--- src/sv/i2c_master_register_access_core_macros.svh ---
// Assertion macros shared by the I2C register access core.
`ifndef I2C_MASTER_REGISTER_ACCESS_CORE_MACROS_SVH
`define I2C_MASTER_REGISTER_ACCESS_CORE_MACROS_SVH

`ifndef SYNTHESIS

// Checks that a property holds at every clock edge outside reset.
`define I2CM_CHECK(label, clk, rst, prop) \
  label: assert property (@(posedge clk) disable iff (rst) (prop)) \
    else $error("i2cm check failed");

// Checks that a condition in one cycle implies a consequence in the next.
`define I2CM_CHECK_NEXT(label, clk, rst, ante, cons) \
  label: assert property (@(posedge clk) disable iff (rst) (ante) |=> (cons)) \
    else $error("i2cm next-cycle check failed");

`else

`define I2CM_CHECK(label, clk, rst, prop)
`define I2CM_CHECK_NEXT(label, clk, rst, ante, cons)

`endif

`endif

--- src/sv/i2cm_pkg.sv ---
// Shared types and constants of the I2C register access core.
package i2cm_pkg;

  localparam int LEN_BITS = 8;

  localparam logic [7:0] PHASE_TICKS_RESET = 8'd8;

  localparam logic [1:0] REQ_TICK = 2'd0;
  localparam logic [1:0] REQ_CMD  = 2'd1;
  localparam logic [1:0] REQ_BYTE = 2'd2;

  localparam logic [1:0] STATUS_OK        = 2'd0;
  localparam logic [1:0] STATUS_START     = 2'd1;
  localparam logic [1:0] STATUS_ADDR_NACK = 2'd2;
  localparam logic [1:0] STATUS_DATA_NACK = 2'd3;

  typedef struct packed {
    logic [1:0] req_type;
    logic       is_read;
    logic [6:0] dev_addr;
    logic [7:0] reg_addr;
    logic [7:0] length;
    logic [7:0] wr_byte;
    logic       sda_in;
  } item_t;

  typedef struct packed {
    logic       scl_out;
    logic       sda_out;
    logic       busy_res;
    logic       need_byte;
    logic       rd_valid;
    logic [7:0] rd_byte;
    logic       done_res;
    logic [1:0] status;
  } rsp_t;

endpackage

--- src/sv/i2cm_engine.sv ---
// Bus sequencer: advances the I2C transaction state by one item per step.
`include "i2c_master_register_access_core_macros.svh"

module i2cm_engine (
  input  logic                 clk,
  input  logic                 rst,
  input  logic                 step,
  input  i2cm_pkg::item_t      item,
  input  logic [7:0]           phase_ticks,
  output i2cm_pkg::rsp_t       rsp
);
  import i2cm_pkg::*;

  localparam logic [4:0] S_IDLE   = 5'd0;
  localparam logic [4:0] S_ST_A   = 5'd1;
  localparam logic [4:0] S_ST_B   = 5'd2;
  localparam logic [4:0] S_ST_C   = 5'd3;
  localparam logic [4:0] S_RS_A   = 5'd4;
  localparam logic [4:0] S_RS_B   = 5'd5;
  localparam logic [4:0] S_RS_C   = 5'd6;
  localparam logic [4:0] S_B_LOW  = 5'd7;
  localparam logic [4:0] S_B_DATA = 5'd8;
  localparam logic [4:0] S_B_HIGH = 5'd9;
  localparam logic [4:0] S_K_LOW  = 5'd10;
  localparam logic [4:0] S_K_REL  = 5'd11;
  localparam logic [4:0] S_K_HIGH = 5'd12;
  localparam logic [4:0] S_WAIT   = 5'd13;
  localparam logic [4:0] S_R_LOW  = 5'd14;
  localparam logic [4:0] S_R_HIGH = 5'd15;
  localparam logic [4:0] S_A_LOW  = 5'd16;
  localparam logic [4:0] S_A_DATA = 5'd17;
  localparam logic [4:0] S_A_HIGH = 5'd18;
  localparam logic [4:0] S_A_END  = 5'd19;
  localparam logic [4:0] S_P_LOW  = 5'd20;
  localparam logic [4:0] S_P_SDA  = 5'd21;
  localparam logic [4:0] S_P_HIGH = 5'd22;
  localparam logic [4:0] S_P_REL  = 5'd23;

  localparam logic [1:0] K_ADDR_W = 2'd0;
  localparam logic [1:0] K_REG    = 2'd1;
  localparam logic [1:0] K_ADDR_R = 2'd2;
  localparam logic [1:0] K_DATA   = 2'd3;

  logic [4:0]          state, state_next;
  logic [7:0]          phase_count, phase_count_next;
  logic [3:0]          bit_index, bit_index_next;
  logic [7:0]          shift_byte, shift_byte_next;
  logic [LEN_BITS-1:0] bytes_left, bytes_left_next;
  logic                latched_read, latched_read_next;
  logic [6:0]          latched_device, latched_device_next;
  logic [7:0]          latched_register, latched_register_next;
  logic                scl_drive, scl_drive_next;
  logic                sda_drive, sda_drive_next;
  logic [1:0]          last_status, last_status_next;
  logic [1:0]          byte_kind, byte_kind_next;

  logic [7:0] tick_count;
  logic [7:0] limit;
  logic       enter_en;
  logic [4:0] enter_st;
  logic       send_en;
  logic [7:0] send_val;
  logic [1:0] send_kind;
  logic       rd_start;
  logic       got_valid;
  logic [7:0] got_byte;
  logic       done;
  logic [7:0] rd_addr_byte;
  logic [7:0] wr_addr_byte;
  logic [7:0] shifted_in;
  logic [3:0] bit_inc;

  assign limit        = (phase_ticks == 8'd0) ? 8'd1 : phase_ticks;
  assign tick_count   = phase_count + 8'd1;
  assign rd_addr_byte = {latched_device, 1'b1};
  assign wr_addr_byte = {latched_device, 1'b0};
  assign shifted_in   = {shift_byte[6:0], item.sda_in};
  assign bit_inc      = bit_index + 4'd1;

  always_comb begin
    state_next            = state;
    phase_count_next      = phase_count;
    bit_index_next        = bit_index;
    shift_byte_next       = shift_byte;
    bytes_left_next       = bytes_left;
    latched_read_next     = latched_read;
    latched_device_next   = latched_device;
    latched_register_next = latched_register;
    scl_drive_next        = scl_drive;
    sda_drive_next        = sda_drive;
    last_status_next      = last_status;
    byte_kind_next        = byte_kind;
    enter_en  = 1'b0;
    enter_st  = S_IDLE;
    send_en   = 1'b0;
    send_val  = 8'd0;
    send_kind = K_ADDR_W;
    rd_start  = 1'b0;
    got_valid = 1'b0;
    got_byte  = 8'd0;
    done      = 1'b0;

    case (item.req_type)
      REQ_CMD: begin
        if (state == S_IDLE) begin
          latched_read_next     = item.is_read;
          latched_device_next   = item.dev_addr;
          latched_register_next = item.reg_addr;
          bytes_left_next       = LEN_BITS'(item.length);
          last_status_next      = STATUS_OK;
          enter_en = 1'b1;
          enter_st = S_ST_A;
        end
      end
      REQ_BYTE: begin
        if (state == S_WAIT) begin
          bytes_left_next = bytes_left - LEN_BITS'(1);
          send_en   = 1'b1;
          send_val  = item.wr_byte;
          send_kind = K_DATA;
        end
      end
      REQ_TICK: begin
        if (state != S_IDLE && state != S_WAIT) begin
          phase_count_next = tick_count;
          if (tick_count >= limit) begin
            // End of the current phase: pick the next one.
            case (state)
              S_ST_A: begin
                if (!item.sda_in) begin
                  last_status_next = STATUS_START;
                  state_next = S_IDLE;
                  done = 1'b1;
                end else begin
                  enter_en = 1'b1; enter_st = S_ST_B;
                end
              end
              S_ST_B: begin
                if (item.sda_in) begin
                  last_status_next = STATUS_START;
                  state_next = S_IDLE;
                  done = 1'b1;
                end else begin
                  enter_en = 1'b1; enter_st = S_ST_C;
                end
              end
              S_ST_C: begin
                send_en = 1'b1; send_val = wr_addr_byte; send_kind = K_ADDR_W;
              end
              S_RS_A: begin
                // Line checks are not enforced on a repeated start.
                if (!item.sda_in) begin
                  send_en = 1'b1; send_val = rd_addr_byte; send_kind = K_ADDR_R;
                end else begin
                  enter_en = 1'b1; enter_st = S_RS_B;
                end
              end
              S_RS_B: begin
                if (item.sda_in) begin
                  send_en = 1'b1; send_val = rd_addr_byte; send_kind = K_ADDR_R;
                end else begin
                  enter_en = 1'b1; enter_st = S_RS_C;
                end
              end
              S_RS_C: begin
                send_en = 1'b1; send_val = rd_addr_byte; send_kind = K_ADDR_R;
              end
              S_B_LOW: begin
                enter_en = 1'b1; enter_st = S_B_DATA;
              end
              S_B_DATA: begin
                enter_en = 1'b1; enter_st = S_B_HIGH;
              end
              S_B_HIGH: begin
                bit_index_next = bit_inc;
                enter_en = 1'b1;
                enter_st = (bit_inc >= 4'd8) ? S_K_LOW : S_B_LOW;
              end
              S_K_LOW: begin
                enter_en = 1'b1; enter_st = S_K_REL;
              end
              S_K_REL: begin
                enter_en = 1'b1; enter_st = S_K_HIGH;
              end
              S_K_HIGH: begin
                case (byte_kind)
                  K_ADDR_W: begin
                    if (item.sda_in) begin
                      last_status_next = STATUS_ADDR_NACK;
                      enter_en = 1'b1; enter_st = S_P_LOW;
                    end else begin
                      send_en = 1'b1; send_val = latched_register; send_kind = K_REG;
                    end
                  end
                  K_REG: begin
                    enter_en = 1'b1;
                    if (latched_read) enter_st = S_RS_A;
                    else enter_st = (bytes_left != '0) ? S_WAIT : S_P_LOW;
                  end
                  K_ADDR_R: begin
                    if (bytes_left != '0) rd_start = 1'b1;
                    else begin
                      enter_en = 1'b1; enter_st = S_P_LOW;
                    end
                  end
                  default: begin
                    enter_en = 1'b1;
                    if (item.sda_in) begin
                      last_status_next = STATUS_DATA_NACK;
                      enter_st = S_P_LOW;
                    end else begin
                      enter_st = (bytes_left != '0) ? S_WAIT : S_P_LOW;
                    end
                  end
                endcase
              end
              S_R_LOW: begin
                enter_en = 1'b1; enter_st = S_R_HIGH;
              end
              S_R_HIGH: begin
                shift_byte_next = shifted_in;
                bit_index_next  = bit_inc;
                enter_en = 1'b1;
                if (bit_inc >= 4'd8) begin
                  bytes_left_next = bytes_left - LEN_BITS'(1);
                  got_valid = 1'b1;
                  got_byte  = shifted_in;
                  enter_st  = S_A_LOW;
                end else begin
                  enter_st = S_R_LOW;
                end
              end
              S_A_LOW: begin
                enter_en = 1'b1; enter_st = S_A_DATA;
              end
              S_A_DATA: begin
                enter_en = 1'b1; enter_st = S_A_HIGH;
              end
              S_A_HIGH: begin
                enter_en = 1'b1; enter_st = S_A_END;
              end
              S_A_END: begin
                if (bytes_left != '0) rd_start = 1'b1;
                else begin
                  enter_en = 1'b1; enter_st = S_P_LOW;
                end
              end
              S_P_LOW: begin
                enter_en = 1'b1; enter_st = S_P_SDA;
              end
              S_P_SDA: begin
                enter_en = 1'b1; enter_st = S_P_HIGH;
              end
              S_P_HIGH: begin
                enter_en = 1'b1; enter_st = S_P_REL;
              end
              S_P_REL: begin
                state_next = S_IDLE;
                done = 1'b1;
              end
              default: begin
                state_next = S_IDLE;
              end
            endcase
          end
        end
      end
      default: begin
      end
    endcase

    if (send_en) begin
      shift_byte_next = send_val;
      byte_kind_next  = send_kind;
      bit_index_next  = 4'd0;
      enter_en = 1'b1;
      enter_st = S_B_LOW;
    end
    if (rd_start) begin
      shift_byte_next = 8'd0;
      bit_index_next  = 4'd0;
      enter_en = 1'b1;
      enter_st = S_R_LOW;
    end

    // Entering a phase sets its line drives.
    if (enter_en) begin
      state_next       = enter_st;
      phase_count_next = 8'd0;
      case (enter_st)
        S_ST_A, S_RS_A: begin
          sda_drive_next = 1'b1;
          scl_drive_next = 1'b1;
        end
        S_ST_B, S_ST_C, S_RS_B, S_RS_C, S_P_SDA: begin
          sda_drive_next = 1'b0;
        end
        S_B_LOW, S_K_LOW, S_WAIT, S_A_LOW, S_A_END, S_P_LOW: begin
          scl_drive_next = 1'b0;
        end
        S_B_DATA: begin
          sda_drive_next  = shift_byte_next[7];
          shift_byte_next = {shift_byte_next[6:0], 1'b0};
        end
        S_K_REL, S_P_REL: begin
          sda_drive_next = 1'b1;
        end
        S_B_HIGH, S_K_HIGH, S_R_HIGH, S_A_HIGH, S_P_HIGH: begin
          scl_drive_next = 1'b1;
        end
        S_R_LOW: begin
          sda_drive_next = 1'b1;
          scl_drive_next = 1'b0;
        end
        S_A_DATA: begin
          // The last read byte gets a NACK.
          sda_drive_next = (bytes_left_next == '0);
        end
        default: begin
        end
      endcase
    end
  end

  always_comb begin
    rsp.scl_out   = scl_drive_next;
    rsp.sda_out   = sda_drive_next;
    rsp.busy_res  = (state_next != S_IDLE);
    rsp.need_byte = (state_next == S_WAIT);
    rsp.rd_valid  = got_valid;
    rsp.rd_byte   = got_valid ? got_byte : 8'd0;
    rsp.done_res  = done;
    rsp.status    = done ? last_status_next : STATUS_OK;
  end

  always_ff @(posedge clk) begin
    if (rst) begin
      state            <= S_IDLE;
      phase_count      <= 8'd0;
      bit_index        <= 4'd0;
      shift_byte       <= 8'd0;
      bytes_left       <= '0;
      latched_read     <= 1'b0;
      latched_device   <= 7'd0;
      latched_register <= 8'd0;
      scl_drive        <= 1'b1;
      sda_drive        <= 1'b1;
      last_status      <= STATUS_OK;
      byte_kind        <= K_ADDR_W;
    end else if (step) begin
      state            <= state_next;
      phase_count      <= phase_count_next;
      bit_index        <= bit_index_next;
      shift_byte       <= shift_byte_next;
      bytes_left       <= bytes_left_next;
      latched_read     <= latched_read_next;
      latched_device   <= latched_device_next;
      latched_register <= latched_register_next;
      scl_drive        <= scl_drive_next;
      sda_drive        <= sda_drive_next;
      last_status      <= last_status_next;
      byte_kind        <= byte_kind_next;
    end
  end

  `I2CM_CHECK(chk_done_idle, clk, rst, !(step && rsp.done_res) || !rsp.busy_res)
  `I2CM_CHECK(chk_rd_only_read, clk, rst, !(step && rsp.rd_valid) || latched_read)
  `I2CM_CHECK(chk_wait_only_write, clk, rst, (state != S_WAIT) || !latched_read)
  `I2CM_CHECK_NEXT(chk_hold_no_step, clk, rst, !step, $stable(state) && $stable(scl_drive))

endmodule

--- src/sv/i2c_master_register_access_core.sv ---
// Top level of the I2C register access core: stream ports, config register, pipeline.
//
// Usage: each input item on the s_axis channel is a bus tick (tuser 0), a start
// command (tuser 1) or the next write data byte (tuser 2). A start command while
// idle latches direction, device address, register and length and begins a burst
// write or burst read; every tick outside idle and the wait for a write byte moves
// the bus sequencer by one tick, and each bus phase lasts phase_ticks ticks, or one
// tick when phase_ticks is 0. Each input item yields exactly one result item on m_axis
// with the line drives, busy, need_byte, a received byte and the completion status.
// phase_ticks is written through cfg_wen / cfg_wdata; the user writes it only while
// the core is idle, and the core itself does not enforce this. An accepted item is held
// in the input register, then its sequencer result in the result register. Throughput:
// one item per cycle while results are taken, set by the sequencer update between them.
// Reset clears both pipeline stages, releases SCL and SDA, returns the sequencer
// to idle and loads phase_ticks with 8. When the receiver stalls, the result
// register holds its item, the input register still takes one more item, and
// s_axis_tready then drops until the result is taken.
module i2c_master_register_access_core (
  input  logic        clk,
  input  logic        rst,
  input  logic        s_axis_tvalid,
  output logic        s_axis_tready,
  // is_read, dev_addr[6:0], reg_addr[7:0], length[7:0], wr_byte[7:0], sda_in, 7 zero bits
  input  logic [39:0] s_axis_tdata,
  // req_type[1:0]
  input  logic [1:0]  s_axis_tuser,
  output logic        m_axis_tvalid,
  input  logic        m_axis_tready,
  // scl_out, sda_out, busy_res, need_byte, rd_valid, rd_byte[7:0], done_res, status[1:0]
  output logic [15:0] m_axis_tdata,
  input  logic        cfg_wen,
  input  logic [7:0]  cfg_wdata
);
  import i2cm_pkg::*;

  logic       in_valid;
  item_t      in_item;
  logic       out_valid;
  rsp_t       out_rsp;
  rsp_t       rsp;
  logic [7:0] phase_ticks;
  logic       move;
  logic       take;
  item_t      s_item;

  assign move          = in_valid && (!out_valid || m_axis_tready);
  assign s_axis_tready = !in_valid || move;
  assign take          = s_axis_tvalid && s_axis_tready;

  assign s_item.req_type = s_axis_tuser;
  assign s_item.is_read  = s_axis_tdata[0];
  assign s_item.dev_addr = s_axis_tdata[7:1];
  assign s_item.reg_addr = s_axis_tdata[15:8];
  assign s_item.length   = s_axis_tdata[23:16];
  assign s_item.wr_byte  = s_axis_tdata[31:24];
  assign s_item.sda_in   = s_axis_tdata[32];

  i2cm_engine u_engine (
    .clk         (clk),
    .rst         (rst),
    .step        (move),
    .item        (in_item),
    .phase_ticks (phase_ticks),
    .rsp         (rsp)
  );

  always_ff @(posedge clk) begin
    if (rst) begin
      in_valid    <= 1'b0;
      out_valid   <= 1'b0;
      phase_ticks <= PHASE_TICKS_RESET;
    end else begin
      if (cfg_wen) begin
        phase_ticks <= cfg_wdata;
      end
      if (take) begin
        in_valid <= 1'b1;
      end else if (move) begin
        in_valid <= 1'b0;
      end
      if (move) begin
        out_valid <= 1'b1;
      end else if (m_axis_tready) begin
        out_valid <= 1'b0;
      end
    end
  end

  always_ff @(posedge clk) begin
    if (take) begin
      in_item <= s_item;
    end
    if (move) begin
      out_rsp <= rsp;
    end
  end

  assign m_axis_tvalid = out_valid;
  assign m_axis_tdata  = {out_rsp.status, out_rsp.done_res, out_rsp.rd_byte,
                          out_rsp.rd_valid, out_rsp.need_byte, out_rsp.busy_res,
                          out_rsp.sda_out, out_rsp.scl_out};

endmodule

--- config.mk ---
export PLATFORM = sky130hd
export DESIGN_NAME = i2c_master_register_access_core
export DESIGN_NICKNAME = d
export VERILOG_FILES = /design/src/sv/i2cm_pkg.sv /design/src/sv/i2cm_engine.sv /design/src/sv/i2c_master_register_access_core.sv
export VERILOG_INCLUDE_DIRS = /design/src /design/src/sv
export SDC_FILE = /design/constraint.sdc
export NUM_CORES = 1
export LEC_CHECK = 0
export ABC_CLOCK_PERIOD_IN_PS = 8760
export BUFFER_PORTS_ARGS = -buffer_cell sky130_fd_sc_hd__buf_2
export CAP_MARGIN = 40
export CORE_ASPECT_RATIO = 0.5
export CORE_MARGIN = 5
export CORE_UTILIZATION = 50
export CTS_BUF_LIST = sky130_fd_sc_hd__clkbuf_16
export CTS_CLUSTER_SIZE = 16
export DETAILED_ROUTE_END_ITERATION = 7
export PLACE_DENSITY = 0.67
export SYNTH_ARGS = -nofsm -noshare
export SYNTH_HDL_FRONTEND = slang
export SYNTH_HIERARCHICAL = 1
export SYNTH_SLANG_ARGS = --single-unit
--- constraint.sdc ---
create_clock -name clk -period 8.76 [get_ports clk]
set_input_delay 0.438 -clock clk [delete_from_list [all_inputs] [get_ports clk]]
set_output_delay 0.438 -clock clk [all_outputs]
set_load 0.02 [all_outputs]
==> impl_metrics.yaml <==
synthesis:
  synth_top_family_by_area: "simple AND/OR/NAND/NOR gates"
  netlist_instances: 791
  synth_warnings: 6
  synth-seq-cells: 116
  synth_common_cells: "nand2_1 (98), nor2_1 (84), a21oi_1 (68)"
  synthSimpleGateAreaFrac_pct: 23.4
  synthAdderAreaFrac_pct: 2.92
  ys.flop_type: "dfxtp_1"
  synth_compound_area_share_pct: 21.9
  synth_xor_area_share_pct: 2.03
  netlist_area_mm2: 0.00685
  yosysSeqAreaShare_pct: 41.4
  avgSynthCellArea_um2: 8.65
  synth-edff-count: 51
  synth_top_area_share_pct: 22.4
  synth.most_common_cell: "nand2_1"
  syn_nets: 862
  async_flop_share_pct: 0
  synthMuxAreaShare_pct: 3.25
  synth_top_area_cell: "edfxtp_1"
  ys_types: 86
  synth_area_leaders: "edfxtp_1 (22%), dfxtp_1 (19%), nand2_1 (5.4%)"
floorplanning:
  rows: 30
  die_w_um: 175
  start_util_pct: 50.8
  core_mm2: 0.0135
  pin_count: 73
  die_h_um: 92.7
  die_area_mm2: 0.0163
route:
  vias: 6255
  drcViolationCount: 0
  antenna_left: 0
  routedWlPerCell_um: 17.9
  via_per_inst: 6.13
  drt_iter0_markers: 831
  finalWirelength_mm: 18.3
  dr.pass1.iters: 5
critical_path:
  r2r_cells: 10
  cp-end-kind: "flop"
  worstReg2RegEnd: "m_axis_tdata[3]"
  startpoint: "in_item[0]"
  crit_top_cell: "o21ai_1"
  startpoint_type: "flop"
  cp_slowest_cell: "edfxtp_1"
  r2r-start: "in_item[0]"
  critical_path_arrival_ps: 4840
  cp-endpoint: "m_axis_tdata[3]"
  r2r_setup_slack_ps: 4030
  crit_type: "flop to flop"
  worstPathRequired_ps: 8870
  cp_max_fo: 21
  slowest_delay_ps: 820
  crit_chain: "inv_1 > and4_1 > nand3b_1 > and2b_1 > o21ai_1 > o21ai_1 > nand2_1 > a21oi_2 > a21oi_1 > nor4b_1"
clock_network:
  cts.sinks: 116
  clockBufferDepth: 2
  htreeDepth: 4
  path_clk_slew_ps: 60
  post_cts.repair.setup_buffers: 0
  tritoncts: "built"
  hold_buffers: 0
  clkLatencyLatePin_ps: 420
  cts_buffers: 17
  cts-resized-gates: 0
  root_buffer: "clkbuf_16"
finish:
  nets: 902
  syn2layout_area_growth_pct: 14.3
  drive_gt1_share_pct: 16.0
  fill_cells: 1219
  diodes: 0
sta:
  hold_viol: 0
  slew_headroom_pct: 40.3
  fin_crit_sh_pct: 54.0
  tightest_slew_ps: 888
  max_freq_ghz: 0.211
  fin_crit_ps: 4730
  fin_ws_ps: 4030
  setup_tns_ps: 0
  skew_ps: 10.1
  rsz0062_at_grt: "false"
  finalSetupViolCount: 0
  drv_slew: 0
power_and_ir_drop:
  powerDensity_mw_per_mm2: 185
  power_w: 0.00145
  ir_worst_vdd_mv: 0.124
  leakage_nw: 2.93
grt:
  grt_max_degree: 65
  grt_util_all_layers_pct: 22.7
  first_global_vias: 5668
  grt_first_pass_wirelength_mm: 29.4
  antenna_found_initial: 0
  grt-ovfl-total: 0
status:
  outcome: "finished, final reports clean"
placed_design:
  place_ws_ps: 4200
  dp_hpwl_mm: 12.5
  place.gp.congestion: 0.922
  io_buffers: 65
worst_hold_path:
  hold_path.class: "input pin to flop"
flow_run:
  cap_violations: 0
stage by stage:
step	instance area, um^2	util, %	cells	hold WS, ps
3_3_place_gp	7190	53.4	985	443
3_5_place_dp	7240	53.7	988	449
4_1_cts	7820	58.0	1020	169
6_report	7820	58.0	1020	184
5_1_grt	7820	58.0	1020	169
2_1_floorplan	6850	-	791	434
critical path, delay by kind of cell (launching register included):
family / cells / cell delay, ps
and+or+nand+nor: 5 / 2230
buffers and inverters: 1 / 370
DFF: 1 / 820
AOI/OAI and AO/OA: 4 / 980
sequential cells by signal, summed over array words and instances, names as in the netlist, 5 cells and up:
signal / flops
u_engine/latched_device: 7
in_item: 35
u_engine/state: 5
u_engine/latched_register: 8
u_engine/shift_byte: 8
u_engine/phase_count: 8
phase_ticks: 8
m_axis_tdata: 16
u_engine/bytes_left: 8
layout by cell type (no fill, tap or decap), drive strengths merged, types with 11 or more instances in the layout:
cell type	n
mux2i	20
nand2	99
a21oi	70
and3	17
nand3	21
dfxtp	65
a211oi	11
clkbuf	17
a311oi	11
a22oi	14
nor3	28
o21ai	36
inv	34
nor2	85
edfxtp	51
buf	77
nor2b	12
ha	16
cell type report:
cell class                      instances  area [um^2]  area share [%]
Inverter                               23         86.3            1.10
Clock buffer                           17          425            5.44
Multi-Input combinational cell        596         3660            46.8
Sequential cell                       116         2830            36.2
Tap cell                              176          220            2.82
Timing Repair Buffer                   77          435            5.57
Clock inverter                         15          159            2.03
routing by layer:
layer | vias up | global-route usage, % | share of wire (%)
met5 | - | 0 | 0
met4 | 0 | 6.94 | 1.3
met3 | 24 | 6.12 | 9.6
met2 | 280 | 33.7 | 42
met1 | 2949 | 32.2 | 47
li1 | 3002 | - | -
how the worst min path moves through the flow:
stage	startpoint	endpoint	slack, ps	depth (start not counted)
2_1_floorplan	in_valid	m_axis_tvalid	430	2
3_3_place_gp	u_engine/latched_register[4]	u_engine/latched_register[4]	440	2
3_5_place_dp	u_engine/latched_register[3]	u_engine/latched_register[3]	450	2
4_1_cts	s_axis_tdata[27]	in_item[4]	170	1
5_1_grt	s_axis_tdata[4]	in_item[28]	170	1
6_report	s_axis_tdata[4]	in_item[28]	180	1
power breakdown:
| part | internal (W) | leakage (nW) | switching, W |
|---|---|---|---|
| Clock | 0.000404 | 0.286 | 0.000295 |
| Combinational | 0.0000526 | 1.63 | 0.0000889 |
| Sequential | 0.000588 | 1.01 | 0.0000174 |
cell families after synthesis:
logic type	count (synthesis)
multiplexers	22
XOR/XNOR	15
AO/OA/AOI/OAI	220
AND/OR/NAND/NOR	323
adder cells (fa/ha/maj)	16
flip-flops	116
buffers and inverters	79
No activity file was read; power rests on OpenSTA's default activity.
